**src/hw/rtl/dsdw_pkg.sv**
```systemverilog
// Package for the DSD word capture and rate detect block.
// Holds item structs, window table, codes and helpers; no dependencies.
`timescale 1ns / 1ps

package dsdw_pkg;

    // Block configuration
    localparam int LANES       = 2;
    localparam int RING_DEPTH  = 512;
    localparam int BLOCK_WORDS = 4;
    localparam int NUM_FMT     = 8;

    // Derived widths
    localparam int POS_W  = $clog2(RING_DEPTH);
    localparam int SLOT_W = $clog2(BLOCK_WORDS);
    localparam int IDX_W  = 7;
    localparam int FMT_W  = $clog2(NUM_FMT);
    localparam int SEL_W  = (LANES + 1 > 1) ? $clog2(LANES + 1) : 1;
    localparam int LANE_W = (LANES > 1) ? $clog2(LANES) : 1;
    localparam int WIN_W  = 11;

    // Operation codes of an input item
    typedef enum logic {
        OP_ARM     = 1'b0,
        OP_CAPTURE = 1'b1
    } op_t;

    // Kind codes of a result item
    typedef enum logic {
        KIND_FORMAT = 1'b0,
        KIND_BLOCK  = 1'b1
    } kind_t;

    typedef struct packed {
        op_t         operation;
        logic [31:0] timestamp;
        logic [31:0] data_lane0;
        logic [31:0] data_lane1;
    } in_item_t;

    typedef struct packed {
        kind_t       kind;
        logic        lane;
        logic [6:0]  block_index;
        logic [31:0] word0;
        logic [31:0] word1;
        logic [31:0] word2;
        logic [31:0] word3;
        logic [15:0] base_rate;
        logic [9:0]  rate_multiple;
        logic        last;
    } out_item_t;

    // One format window: gap range in timer ticks and what it means
    typedef struct packed {
        logic [WIN_W-1:0] lo;
        logic [WIN_W-1:0] hi;
        logic [15:0]      base_rate;
        logic [9:0]       rate_multiple;
    } fmt_win_t;

    localparam fmt_win_t FMT_TABLE [NUM_FMT] = '{
        '{11'd140,  11'd144,  16'd44100, 10'd512},
        '{11'd128,  11'd132,  16'd48000, 10'd512},
        '{11'd281,  11'd285,  16'd44100, 10'd256},
        '{11'd258,  11'd262,  16'd48000, 10'd256},
        '{11'd565,  11'd569,  16'd44100, 10'd128},
        '{11'd518,  11'd522,  16'd48000, 10'd128},
        '{11'd1132, 11'd1136, 16'd44100, 10'd64},
        '{11'd1040, 11'd1044, 16'd48000, 10'd64}
    };

    // Detector result for one capture
    typedef struct packed {
        logic        hit;
        logic [15:0] base_rate;
        logic [9:0]  rate_multiple;
    } det_res_t;

    // Staging result for one capture
    typedef struct packed {
        logic                                     done;
        logic [IDX_W-1:0]                         block_index;
        logic [LANES-1:0][BLOCK_WORDS-1:0][31:0]  words;
    } blk_res_t;

    function automatic logic [31:0] bit_reverse(input logic [31:0] v);
        logic [31:0] r;
        for (int b = 0; b < 32; b++)
        begin
            r[b] = v[31 - b];
        end
        return r;
    endfunction

endpackage

```
**src/hw/rtl/dsdw_detect.sv**
```systemverilog
// Rate detector: capture gap, current format window, first-match search.
// Depends on dsdw_pkg.
`timescale 1ns / 1ps

module dsdw_detect (
    input  logic              clk,
    input  logic              rst_n,
    input  logic              arm_go,
    input  logic              capture_go,
    input  logic [31:0]       timestamp,
    output dsdw_pkg::det_res_t det
);
    import dsdw_pkg::*;

    logic [31:0]      prev_time_reg;
    logic [FMT_W-1:0] fmt_reg;
    logic             armed_reg;

    logic [31:0]        gap;
    logic [NUM_FMT-1:0] in_win;
    logic               out_cur;
    logic               found;
    logic [FMT_W-1:0]   sel;
    fmt_win_t           cur_win;

    // Wrapping gap against the previous capture
    assign gap = timestamp - prev_time_reg;

    // Window hits, lowest index wins
    always_comb
    begin
        found = 1'b0;
        sel   = '0;
        for (int i = 0; i < NUM_FMT; i++)
        begin
            in_win[i] = (gap >= 32'(FMT_TABLE[i].lo)) && (gap <= 32'(FMT_TABLE[i].hi));
        end
        for (int i = NUM_FMT - 1; i >= 0; i--)
        begin
            if (in_win[i])
            begin
                found = 1'b1;
                sel   = FMT_W'(i);
            end
        end
    end

    assign cur_win = FMT_TABLE[fmt_reg];
    assign out_cur = (gap < 32'(cur_win.lo)) || (gap > 32'(cur_win.hi));

    always_comb
    begin
        det.hit           = armed_reg && out_cur && found;
        det.base_rate     = FMT_TABLE[sel].base_rate;
        det.rate_multiple = FMT_TABLE[sel].rate_multiple;
    end

    // Detector state
    always_ff @(posedge clk or negedge rst_n)
    begin
        if (!rst_n)
        begin
            prev_time_reg <= '0;
            fmt_reg       <= '0;
            armed_reg     <= 1'b0;
        end
        else
        begin
            if (arm_go)
            begin
                armed_reg <= 1'b1;
            end
            if (capture_go)
            begin
                prev_time_reg <= timestamp;
                if (det.hit)
                begin
                    fmt_reg <= sel;
                end
            end
        end
    end

endmodule

```
**src/hw/rtl/dsdw_stage.sv**
```systemverilog
// Word staging: bit reversal, per-lane four-word blocks, ring position.
// Depends on dsdw_pkg.
`timescale 1ns / 1ps

module dsdw_stage (
    input  logic               clk,
    input  logic               rst_n,
    input  logic               capture_go,
    input  logic [31:0]        data_lane0,
    input  logic [31:0]        data_lane1,
    output dsdw_pkg::blk_res_t blk
);
    import dsdw_pkg::*;

    logic [POS_W-1:0] pos_reg;
    logic [POS_W-1:0] pos_next;
    logic [31:0]      staged_reg [LANES][BLOCK_WORDS];

    logic [SLOT_W-1:0] slot;
    logic [31:0]       rev [LANES];

    assign slot = pos_reg[SLOT_W-1:0];

    // Reversed lane words
    always_comb
    begin
        for (int l = 0; l < LANES; l++)
        begin
            rev[l] = bit_reverse((l == 0) ? data_lane0 : data_lane1);
        end
    end

    // Block completes on the last slot; word for the current slot bypasses
    always_comb
    begin
        blk.done        = (slot == SLOT_W'(BLOCK_WORDS - 1));
        blk.block_index = IDX_W'(pos_reg >> SLOT_W);
        for (int l = 0; l < LANES; l++)
        begin
            for (int s = 0; s < BLOCK_WORDS; s++)
            begin
                blk.words[l][s] = (slot == SLOT_W'(s)) ? rev[l] : staged_reg[l][s];
            end
        end
    end

    // Ring position wraps at the ring depth
    always_comb
    begin
        if (pos_reg == POS_W'(RING_DEPTH - 1))
        begin
            pos_next = '0;
        end
        else
        begin
            pos_next = pos_reg + POS_W'(1);
        end
    end

    always_ff @(posedge clk or negedge rst_n)
    begin
        if (!rst_n)
        begin
            pos_reg <= '0;
        end
        else if (capture_go)
        begin
            pos_reg <= pos_next;
        end
    end

    // Staging words, written at the current slot
    always_ff @(posedge clk)
    begin
        if (capture_go)
        begin
            for (int l = 0; l < LANES; l++)
            begin
                staged_reg[l][slot] <= rev[l];
            end
        end
    end

endmodule

```
**src/hw/rtl/dsdw_emit.sv**
```systemverilog
// Result register and sequencer: holds the results of one capture and
// hands them out one item per cycle while out_stall is low. Depends on dsdw_pkg.
`timescale 1ns / 1ps

module dsdw_emit (
    input  logic                clk,
    input  logic                rst_n,
    input  logic                load,
    input  dsdw_pkg::det_res_t  det,
    input  dsdw_pkg::blk_res_t  blk,
    output logic                free,
    output logic                out_valid,
    input  logic                out_stall,
    output dsdw_pkg::out_item_t out_item
);
    import dsdw_pkg::*;

    // bit 0: format report, bit l+1: block of lane l
    logic [LANES:0]   pend_reg;
    logic [LANES:0]   pend_next;
    logic [15:0]      base_reg;
    logic [9:0]       mult_reg;
    logic [IDX_W-1:0] idx_reg;
    logic [LANES-1:0][BLOCK_WORDS-1:0][31:0] words_reg;

    logic [LANES:0]   low_bit;
    logic [SEL_W-1:0] sel;
    logic [LANE_W-1:0] lane_idx;
    logic             is_last;
    logic             take;

    assign out_valid = |pend_reg;
    assign take      = out_valid && !out_stall;
    assign low_bit   = pend_reg & (~pend_reg + (LANES + 1)'(1));
    assign is_last   = (pend_reg & (pend_reg - (LANES + 1)'(1))) == '0;
    assign free      = !out_valid || (take && is_last);

    // Lowest pending result goes out first
    always_comb
    begin
        sel = '0;
        for (int i = LANES; i >= 0; i--)
        begin
            if (pend_reg[i])
            begin
                sel = SEL_W'(i);
            end
        end
    end

    assign lane_idx = LANE_W'(sel - SEL_W'(1));

    // Output payload
    always_comb
    begin
        out_item      = '0;
        out_item.last = is_last;
        if (sel == '0)
        begin
            out_item.kind          = KIND_FORMAT;
            out_item.base_rate     = base_reg;
            out_item.rate_multiple = mult_reg;
        end
        else
        begin
            out_item.kind        = KIND_BLOCK;
            out_item.lane        = 1'(lane_idx);
            out_item.block_index = idx_reg;
            out_item.word0       = words_reg[lane_idx][0];
            out_item.word1       = words_reg[lane_idx][1];
            out_item.word2       = words_reg[lane_idx][2];
            out_item.word3       = words_reg[lane_idx][3];
        end
    end

    // Pending mask
    always_comb
    begin
        pend_next = pend_reg;
        if (take)
        begin
            pend_next = pend_reg & ~low_bit;
        end
        if (load)
        begin
            pend_next[0] = det.hit;
            for (int l = 0; l < LANES; l++)
            begin
                pend_next[l + 1] = blk.done;
            end
        end
    end

    always_ff @(posedge clk or negedge rst_n)
    begin
        if (!rst_n)
        begin
            pend_reg <= '0;
        end
        else
        begin
            pend_reg <= pend_next;
        end
    end

    // Payload registers
    always_ff @(posedge clk)
    begin
        if (load)
        begin
            base_reg  <= det.base_rate;
            mult_reg  <= det.rate_multiple;
            idx_reg   <= blk.block_index;
            words_reg <= blk.words;
        end
    end

endmodule

```
**src/hw/rtl/dsd_word_capture_rate_detect.sv**
```systemverilog
// Top level of the DSD word capture and rate detect block.
// Depends on dsdw_pkg, dsdw_detect, dsdw_stage, dsdw_emit.
`timescale 1ns / 1ps

// Usage:
// - in channel (in_valid/in_stall/in_item): an arm item sets detection;
//   a capture item stages one bit-reversed word per lane and measures the
//   timer gap since the previous capture.
// - out channel (out_valid/out_stall/out_item): per capture, a format report
//   if the gap picked a new format, then one block item per lane when a
//   four-word block completes; last marks the final item of a capture.
// - An accepted item is held in the input register and then processed into
//   the result register, from which its first result can be taken.
// - Throughput: one input item per cycle while each causes at most one
//   result and out_stall is low; the result register hands out one item
//   per cycle while out_stall is low, so after a capture that completes a
//   block the next capture waits until its items have gone out.
// - Reset clears detection, format, previous timer value and ring position;
//   staged words are only read after they were written.
// - A stalled receiver holds the current result; arm items still pass, but
//   the next capture waits in the input register while the result register
//   is busy, and in_stall rises.

module dsd_word_capture_rate_detect (
    input  logic                clk,
    input  logic                rst_n,
    input  logic                in_valid,
    output logic                in_stall,
    input  dsdw_pkg::in_item_t  in_item,
    output logic                out_valid,
    input  logic                out_stall,
    output dsdw_pkg::out_item_t out_item
);
    import dsdw_pkg::*;

    logic     in_valid_reg;
    in_item_t in_reg;

    logic     emit_free;
    logic     core_take;
    logic     arm_go;
    logic     capture_go;
    logic     load;
    det_res_t det;
    blk_res_t blk;

    // Processing takes a held arm item at once, and a held capture when results have room
    assign core_take  = in_valid_reg && ((in_reg.operation == OP_ARM) || emit_free);
    assign arm_go     = core_take && (in_reg.operation == OP_ARM);
    assign capture_go = core_take && (in_reg.operation == OP_CAPTURE);
    assign load       = capture_go && (det.hit || blk.done);
    assign in_stall   = in_valid_reg && !core_take;

    // Input register
    always_ff @(posedge clk or negedge rst_n)
    begin
        if (!rst_n)
        begin
            in_valid_reg <= 1'b0;
        end
        else if (in_valid && !in_stall)
        begin
            in_valid_reg <= 1'b1;
        end
        else if (core_take)
        begin
            in_valid_reg <= 1'b0;
        end
    end

    always_ff @(posedge clk)
    begin
        if (in_valid && !in_stall)
        begin
            in_reg <= in_item;
        end
    end

    dsdw_detect u_detect (
        .clk        (clk),
        .rst_n      (rst_n),
        .arm_go     (arm_go),
        .capture_go (capture_go),
        .timestamp  (in_reg.timestamp),
        .det        (det)
    );

    dsdw_stage u_stage (
        .clk        (clk),
        .rst_n      (rst_n),
        .capture_go (capture_go),
        .data_lane0 (in_reg.data_lane0),
        .data_lane1 (in_reg.data_lane1),
        .blk        (blk)
    );

    dsdw_emit u_emit (
        .clk       (clk),
        .rst_n     (rst_n),
        .load      (load),
        .det       (det),
        .blk       (blk),
        .free      (emit_free),
        .out_valid (out_valid),
        .out_stall (out_stall),
        .out_item  (out_item)
    );

endmodule
```
**config.mk**
```make
export PLATFORM = sky130hd
export DESIGN_NAME = dsd_word_capture_rate_detect
export DESIGN_NICKNAME = d
export VERILOG_FILES = /design/src/hw/rtl/dsdw_pkg.sv /design/src/hw/rtl/dsdw_detect.sv /design/src/hw/rtl/dsdw_stage.sv /design/src/hw/rtl/dsdw_emit.sv /design/src/hw/rtl/dsd_word_capture_rate_detect.sv
export SDC_FILE = /design/constraint.sdc
export NUM_CORES = 1
export LEC_CHECK = 0
export BUFFER_PORTS_ARGS = -buffer_cell sky130_fd_sc_hd__buf_2
export CAP_MARGIN = 10
export CORE_ASPECT_RATIO = 0.5
export CORE_MARGIN = 8
export CORE_UTILIZATION = 55
export DETAILED_ROUTE_END_ITERATION = 16
export GPL_TIMING_DRIVEN = 1
export PLACE_DENSITY = 0.74
export SLEW_MARGIN = 10
export SYNTH_ARGS = -nofsm -noshare
export SYNTH_HDL_FRONTEND = slang
export SYNTH_HIERARCHICAL = 1
export SYNTH_SLANG_ARGS = --single-unit
export TNS_END_PERCENT = 30
```
**constraint.sdc**
```tcl
create_clock -name clk -period 18.3 [get_ports clk]
set_input_delay 1.83 -clock clk [delete_from_list [all_inputs] [get_ports clk]]
set_output_delay 1.83 -clock clk [all_outputs]
set_load 0.01 [all_outputs]
```
==> reports/qor.yml, run 1 <==
timing:
  slew_headroom_pct: 23.1
  rsz0062_at_grt: "false"
  tightest_slew_ps: 1150
  min_period_ps: 6380
  hold_viol: 0
  layout_worst_path_cycle_share_pct: 34.9
  fmaxAchievable_mhz: 157
  holdWs_ps: 495
  drv_slew: 0
  setup_tns_ps: 0
  fin_skew_ps: 32.2
  setup_viol: 0
global_routing:
  grt_pass1_vias: 17500
  overflow: 0
  antenna_found_initial: 4
  grtUsageTotal_pct: 19.6
  grt_max_degree: 184
  grt_pass1_wl_mm: 99.5
clock_tree:
  cts_root_buf: "clkbuf_16"
  cts_htree_levels: 2
  postCtsSetupBuffers: 0
  cts_buffers: 59
  post_cts_resized: 0
  path_clk_slew_ps: 60
  numClockSinks: 691
  clockBufferDepth: 3
  clk_latency_ps: 630
  cts_tree: "built"
  ctsHoldBuffers: 0
synthesis:
  synth_warnings: 6
  ys_seq_area_share_pct: 67.5
  async_reset_ff_share_pct: 7.09
  synth_area_um2: 30400
  syn-instance-count: 2098
  ys.flop_type: "edfxtp_1"
  synth_enable_flop_cells: 642
  synth.distinct_cells: 88
  ys_ff_latch: 691
  avgSynthCellArea_um2: 14.5
finish:
  drive_gt1_share_pct: 28.3
  final_cell_mix: "edfxtp_1 (642), buf_2 (266), mux2_2 (260), nand2_1 (212), a21oi_1 (171)"
  multi_input_area_um2: 8930
  fill_cells: 4181
  area_delta_synth_final_pct: 11.6
  layout_commonest_cell: "edfxtp_1"
  final_nets: 2470
  seqCellArea_um2: 20500
worst_setup_path:
  critPathLaunch: "in_reg[64]$_DFFE_PP_"
  r2r-start: "in_reg[64]$_DFFE_PP_"
  reg2regPathDepth: 17
  critPathLaunchType: "flop"
  arrival_ps: 6630
  cp.required_ps: 18550
  reg2reg_to: "u_emit/words_reg[57]$_DFFE_PP_"
  end_kind: "flop"
  crit_fanout: 183
  reg2reg_setup_slack_ps: 11920
  worstSetupPathType: "reg2reg"
power_and_ir_drop:
  switching_share_pct: 26.6
  power_mw: 3.89
  clkPwrFrac_pct: 31.4
  p_switching_mw: 1.03
  ir_drop_mv: 0.0979
  power_frac_seq_pct: 49.9
  power_density_nw_per_um2: 115
  p_int_mw: 2.85
  p_leak_nw: 11.9
  combPwrFrac_pct: 18.8
detailed_routing:
  postRouteAntennaNets: 0
  first_pass_iters: 5
  viasPerCell: 5.63
  vias: 17600
  drc: 0
  avgRoutedWirePerCell_um: 20.6
  drt_iter0_drc: 1255
  wl_mm: 64.4
placed_design:
  port-buffer-count: 266
  place_congestion: 0.874
  hpwl_mm: 37.9
outcome:
  outcome: "complete, no violations"
floorplan:
  dieArea_um2: 63500
  io-pin-count: 267
  core_area_um2: 55100
  die_y_um: 182
  initial_utilization_pct: 55.2
  rows: 61
  die_w_um: 348
min_path:
  min-delay-start: "in_reg[71]$_DFFE_PP_"
  hp-class: "reg2reg"
  worstHoldEndpoint: "u_detect/prev_time_reg[7]$_DFFE_PN0P_"
  min_path_cells: 2
flow_run:
  cap_violations: 0
[layout make-up]
type,count,area share [%]
Sequential cell,691,60.5
Multi-Input combinational cell,1224,26.3
Clock buffer,74,4.52
Timing Repair Buffer,282,4.32
Tap cell,756,2.79
Clock inverter,35,0.944
Inverter,55,0.609
Antenna cell,3,0.0221
[synthesized netlist by cell type, drive strengths merged, types with 6 or more instances]
cell type  number  area share [%]
and3           10            0.23
nand3b        134             3.3
edfxtp        642              63
and2           42            0.87
ha             55             2.3
nor2           43            0.53
a211oi          8            0.23
a21o            6            0.15
nand4          14            0.31
nand2b         10            0.21
o21ai          74             1.2
inv            54            0.67
nor3           16            0.28
nand3          15            0.25
clkbuf         49            0.75
dfrtp          49             4.0
nand2         212             2.6
a21oi         176             3.0
buf            92             2.1
o21bai          6            0.19
or3             9            0.19
xnor2          11            0.32
o21a           16            0.42
mux2          261             9.7
o211ai         12            0.31
[worst max-delay path by stage]
stage	slack, ps	endpoint	cells past startpoint
CTS	11910	u_emit/words_reg[146]$_DFFE_PP_	17
global placement	12020	u_emit/words_reg[57]$_DFFE_PP_	17
finish	11920	u_emit/words_reg[57]$_DFFE_PP_	17
global route	11430	u_emit/words_reg[51]$_DFFE_PP_	16
detailed placement	11940	u_emit/words_reg[209]$_DFFE_PP_	16
floorplan	7530	u_emit/pend_reg[0]$_DFFE_PN0P_	20
[power by group through the flow]
stage,Combinational (mW),Sequential (mW),Clock [mW]
after floorplan,0.556,1.96,0
after global placement,0.714,1.97,0
after detailed placement,0.726,1.97,0
after CTS,0.730,1.94,1.25
after global routing,0.790,1.95,1.31
final,0.729,1.94,1.22
[layer usage]
layer / routed length [µm] / global-route usage, % / part of all wire [%]
met1: 26400 / 24.4 / 41
met2: 33200 / 35.1 / 52
met3: 2990 / 3.41 / 4.6
met4: 1750 / 5.95 / 2.7
met5: 0 / 0 / 0
[critical path, stage by stage, from the launching register on]
cell and delay, ps:
edfxtp_1 390, inv_1 70, ha_1 150, inv_1 50, fa_1 400, a211oi_2 350
o21ai_1 250, a21oi_2 210, nor4_2 90, o31a_1 300, or4b_1 510, a311oi_2 320
o2111ai_4 260, inv_1 150, and3_1 200, o21a_4 600, buf_4 770, buf_12 630
[stage by stage]
step	std cells	instance area, µm²	utilization (%)	worst slack (ps)
2_1_floorplan	2111	30400	-	7530
3_3_place_gp	3008	32100	58.2	12020
3_5_place_dp	3008	32100	58.2	11940
4_1_cts	3117	33900	61.5	11910
5_1_grt	3120	33900	61.6	11430
6_report	3120	33900	61.6	11920
[cell families (layout without fill, tap and decap cells)]
logic type,Yosys count,after routing,share of synthesized area (%)
other,2,18,0.0247
DFF,691,691,67.5
AOI/OAI and AO/OA,341,341,6.85
xor gates and xnor gates,16,16,0.461
and+or+nand+nor,529,529,9.46
adders and majority gates,57,57,2.36
buffers and inverters,196,446,3.54
muxes,266,266,9.83
Power figures use the tool's default switching activity.
==> run 2: changes to the inputs <==
Settings changed: CORE_UTILIZATION 55 to 54, PLACE_DENSITY 0.74 to 0.76.
Clock period 18.3 ns to 5.2 ns, I/O delays scaled along.
==> run 2 against run 1 <==
Clock power increased to 3.4 times the previous value. Setup slack got worse by 11000 ps. Global-route usage increased by 0.48 points. Maximum frequency increased by 35%. Via count increased by 1.3%. Register-to-register slack got worse by 11000 ps. Worst hold slack got worse by 460 ps. Power increased to 3.5 times the previous value. Count of clock-buffer cells in the layout decreased by 4. Final cell count increased by 0.42%. Critical path type unchanged. Largest power group unchanged.
==> reports/qor.yml, run 2 (synthesized netlist as in run 1, its figures left out) <==
outcome:
  outcome: "complete, no violations"  # unchanged
clock_tree:
  cts_tree: "built"  # unchanged
  numClockSinks: 691  # unchanged
  postCtsSetupBuffers: 0  # unchanged
  cts_buffers: 59  # unchanged
  clockBufferDepth: 3  # unchanged
  path_clk_slew_ps: 70  # was 60 ps
  cts_root_buf: "clkbuf_16"  # unchanged
  post_cts_resized: 0  # unchanged
  ctsHoldBuffers: 0  # unchanged
  clk_latency_ps: 620  # was 630 ps
  cts_htree_levels: 2  # unchanged
timing:
  layout_worst_path_cycle_share_pct: 90.9  # was 34.9%
  tightest_slew_ps: 1190  # was 1150 ps
  drv_slew: 0  # unchanged
  hold_viol: 0  # unchanged
  setup_tns_ps: 0  # unchanged
  rsz0062_at_grt: "false"  # unchanged
  fmaxAchievable_mhz: 212  # was 157 MHz
  fin_skew_ps: 36.4  # was 32.2 ps
  slew_headroom_pct: 21.0  # was 23.1%
  min_period_ps: 4730  # was 6380 ps
  setup_viol: 0  # unchanged
placed_design:
  hpwl_mm: 39.7  # was 37.9 mm
  port-buffer-count: 266  # unchanged
  place_congestion: 0.864  # was 0.874
detailed_routing:
  drt_iter0_drc: 1514  # was 1255
  first_pass_iters: 5  # unchanged
  avgRoutedWirePerCell_um: 21.3  # was 20.6 µm
  drc: 0  # unchanged
  viasPerCell: 5.68  # was 5.63
  vias: 17800  # was 17600
  wl_mm: 66.6  # was 64.4 mm
  postRouteAntennaNets: 0  # unchanged
floorplan:
  io-pin-count: 267  # unchanged
  dieArea_um2: 64600  # was 63500 µm²
  rows: 61  # unchanged
  die_w_um: 352  # was 348 µm
  initial_utilization_pct: 54.7  # was 55.2%
  die_y_um: 184  # was 182 µm
  core_area_um2: 55600  # was 55100 µm²
flow_run:
  cap_violations: 0  # unchanged
worst_setup_path:
  slowest_delay_ps: 500  # was 770 ps
  end_kind: "flop"  # unchanged
  crit_chain: "inv_1, ha_1, inv_1, fa_2, a211oi_4, o21ai_2, a21oi_2, nor4_2, o31a_1, or4b_1, a311oi_2, o2111ai_4, inv_2, and3_1, o21a_4, buf_12"  # was inv_1, ha_1, inv_1, fa_1, a211oi_2, o21ai_1, a21oi_2, nor4_2, o31a_1, or4b_1, a311oi_2, o2111ai_4, inv_1, and3_1, o21a_4, buf_4, buf_12
  crit_path_top_delay_cell: "or4b_1"  # was buf_4
  worstSetupPathType: "reg2reg"  # unchanged
  cp.required_ps: 5460  # was 18550 ps
  arrival_ps: 4990  # was 6630 ps
  critPathLaunchType: "flop"  # unchanged
  cp_common_cell: "inv_1"  # unchanged
  crit_fanout: 58  # was 183
finish:
  drive_gt1_share_pct: 29.1  # was 28.3%
  final_cell_mix: "edfxtp_1 (642), buf_2 (266), mux2_2 (260), nand2_1 (212), a21oi_1 (171)"  # unchanged
  area_delta_synth_final_pct: 12.0  # was 11.6%
  multi_input_area_um2: 8960  # was 8930 µm²
  fill_cells: 4181  # unchanged
  final_nets: 2486  # was 2470
  seqCellArea_um2: 20500  # unchanged
  layout_commonest_cell: "edfxtp_1"  # unchanged
power_and_ir_drop:
  p_leak_nw: 11.9  # about the same
  ir_drop_mv: 0.316  # was 0.0979 mV
  power_density_nw_per_um2: 400  # was 115 nW/µm²
  power_mw: 13.6  # was 3.89 mW
min_path:
  hp-class: "in2async"  # was reg2reg
global_routing:
  grt_max_degree: 121  # was 184
  grtUsageTotal_pct: 20.1  # was 19.6%
  grt_pass1_vias: 18100  # was 17500
  antenna_found_initial: 1  # was 4
  overflow: 0  # unchanged
  grt_pass1_wl_mm: 103  # was 99.5 mm
## run 2: cell types whose count changed in the layout (fill, tap and decap cells not counted), moves of 2 or more
cell	previous run	this run
buf_4	15	28
clkbuf_1	15	11
clkinv_2	10	14
buf_12	1	4
clkinvlp_4	1	4
bufinv_16	4	2
## run 2: per-stage QoR
stage	hold slack [ps]	instance area [µm²]	cells	setup slack [ps]	utilization [%]
floorplan	224	30500	2111	-562	-
global placement	466	32200	3024	522	58.0
detailed placement	475	32200	3024	469	58.0
CTS	31.8	34000	3131	447	61.3
global route	34.3	34000	3132	191	61.3
finish	30.4	34000	3133	474	61.3
## run 2: layout make-up
class	count	area share, %
Inverter	55	0.606
Timing Repair Buffer	298	4.76
Clock inverter	37	0.798
Antenna cell	2	0.0147
Sequential cell	691	60.3
Multi-Input combinational cell	1224	26.3
Tap cell	756	2.78
Clock buffer	70	4.46
## run 2: per-layer routing
metal,vias up,share of wire [%],wire (µm),track usage [%]
met5,-,0,0,0
met4,0,2.9,1930,6.02
met3,124,4.3,2840,2.93
met2,439,51,34300,35.5
met1,8940,41,27500,25.8
li1,8279,-,-,-
## run 2: final timing paths
check / depth (start not counted) / startpoint / slack (ps) / end
min: 2 / rst_n / 30 / u_detect/prev_time_reg[18]$_DFFE_PN0P_
min in group clk: 1 / in_item[36] / 70 / in_reg[36]$_DFFE_PP_
max in group asynchronous: 2 / rst_n / 4620 / u_emit/pend_reg[0]$_DFFE_PN0P_
max reg2reg: 16 / in_reg[64]$_DFFE_PP_ / 470 / u_emit/base_reg[1]$_DFFE_PP_
max: 16 / in_reg[64]$_DFFE_PP_ / 470 / u_emit/base_reg[1]$_DFFE_PP_
min reg2reg: 1 / u_detect/armed_reg$_DFFE_PN0P_ / 490 / u_detect/armed_reg$_DFFE_PN0P_
## run 2: critical path: cells and delay by family (launching register included)
kind / cells / cell delay, ps
AOI/OAI and AO/OA: 7 / 2060
adders and majority gates: 2 / 520
buffers and inverters: 4 / 600
DFF: 1 / 380
and+or+nand+nor: 3 / 800
## run 2: power by group
group / internal, mW / switching [mW]
Sequential: 6.64 / 0.186
Clock: 2.19 / 1.99
Combinational: 1.11 / 1.49
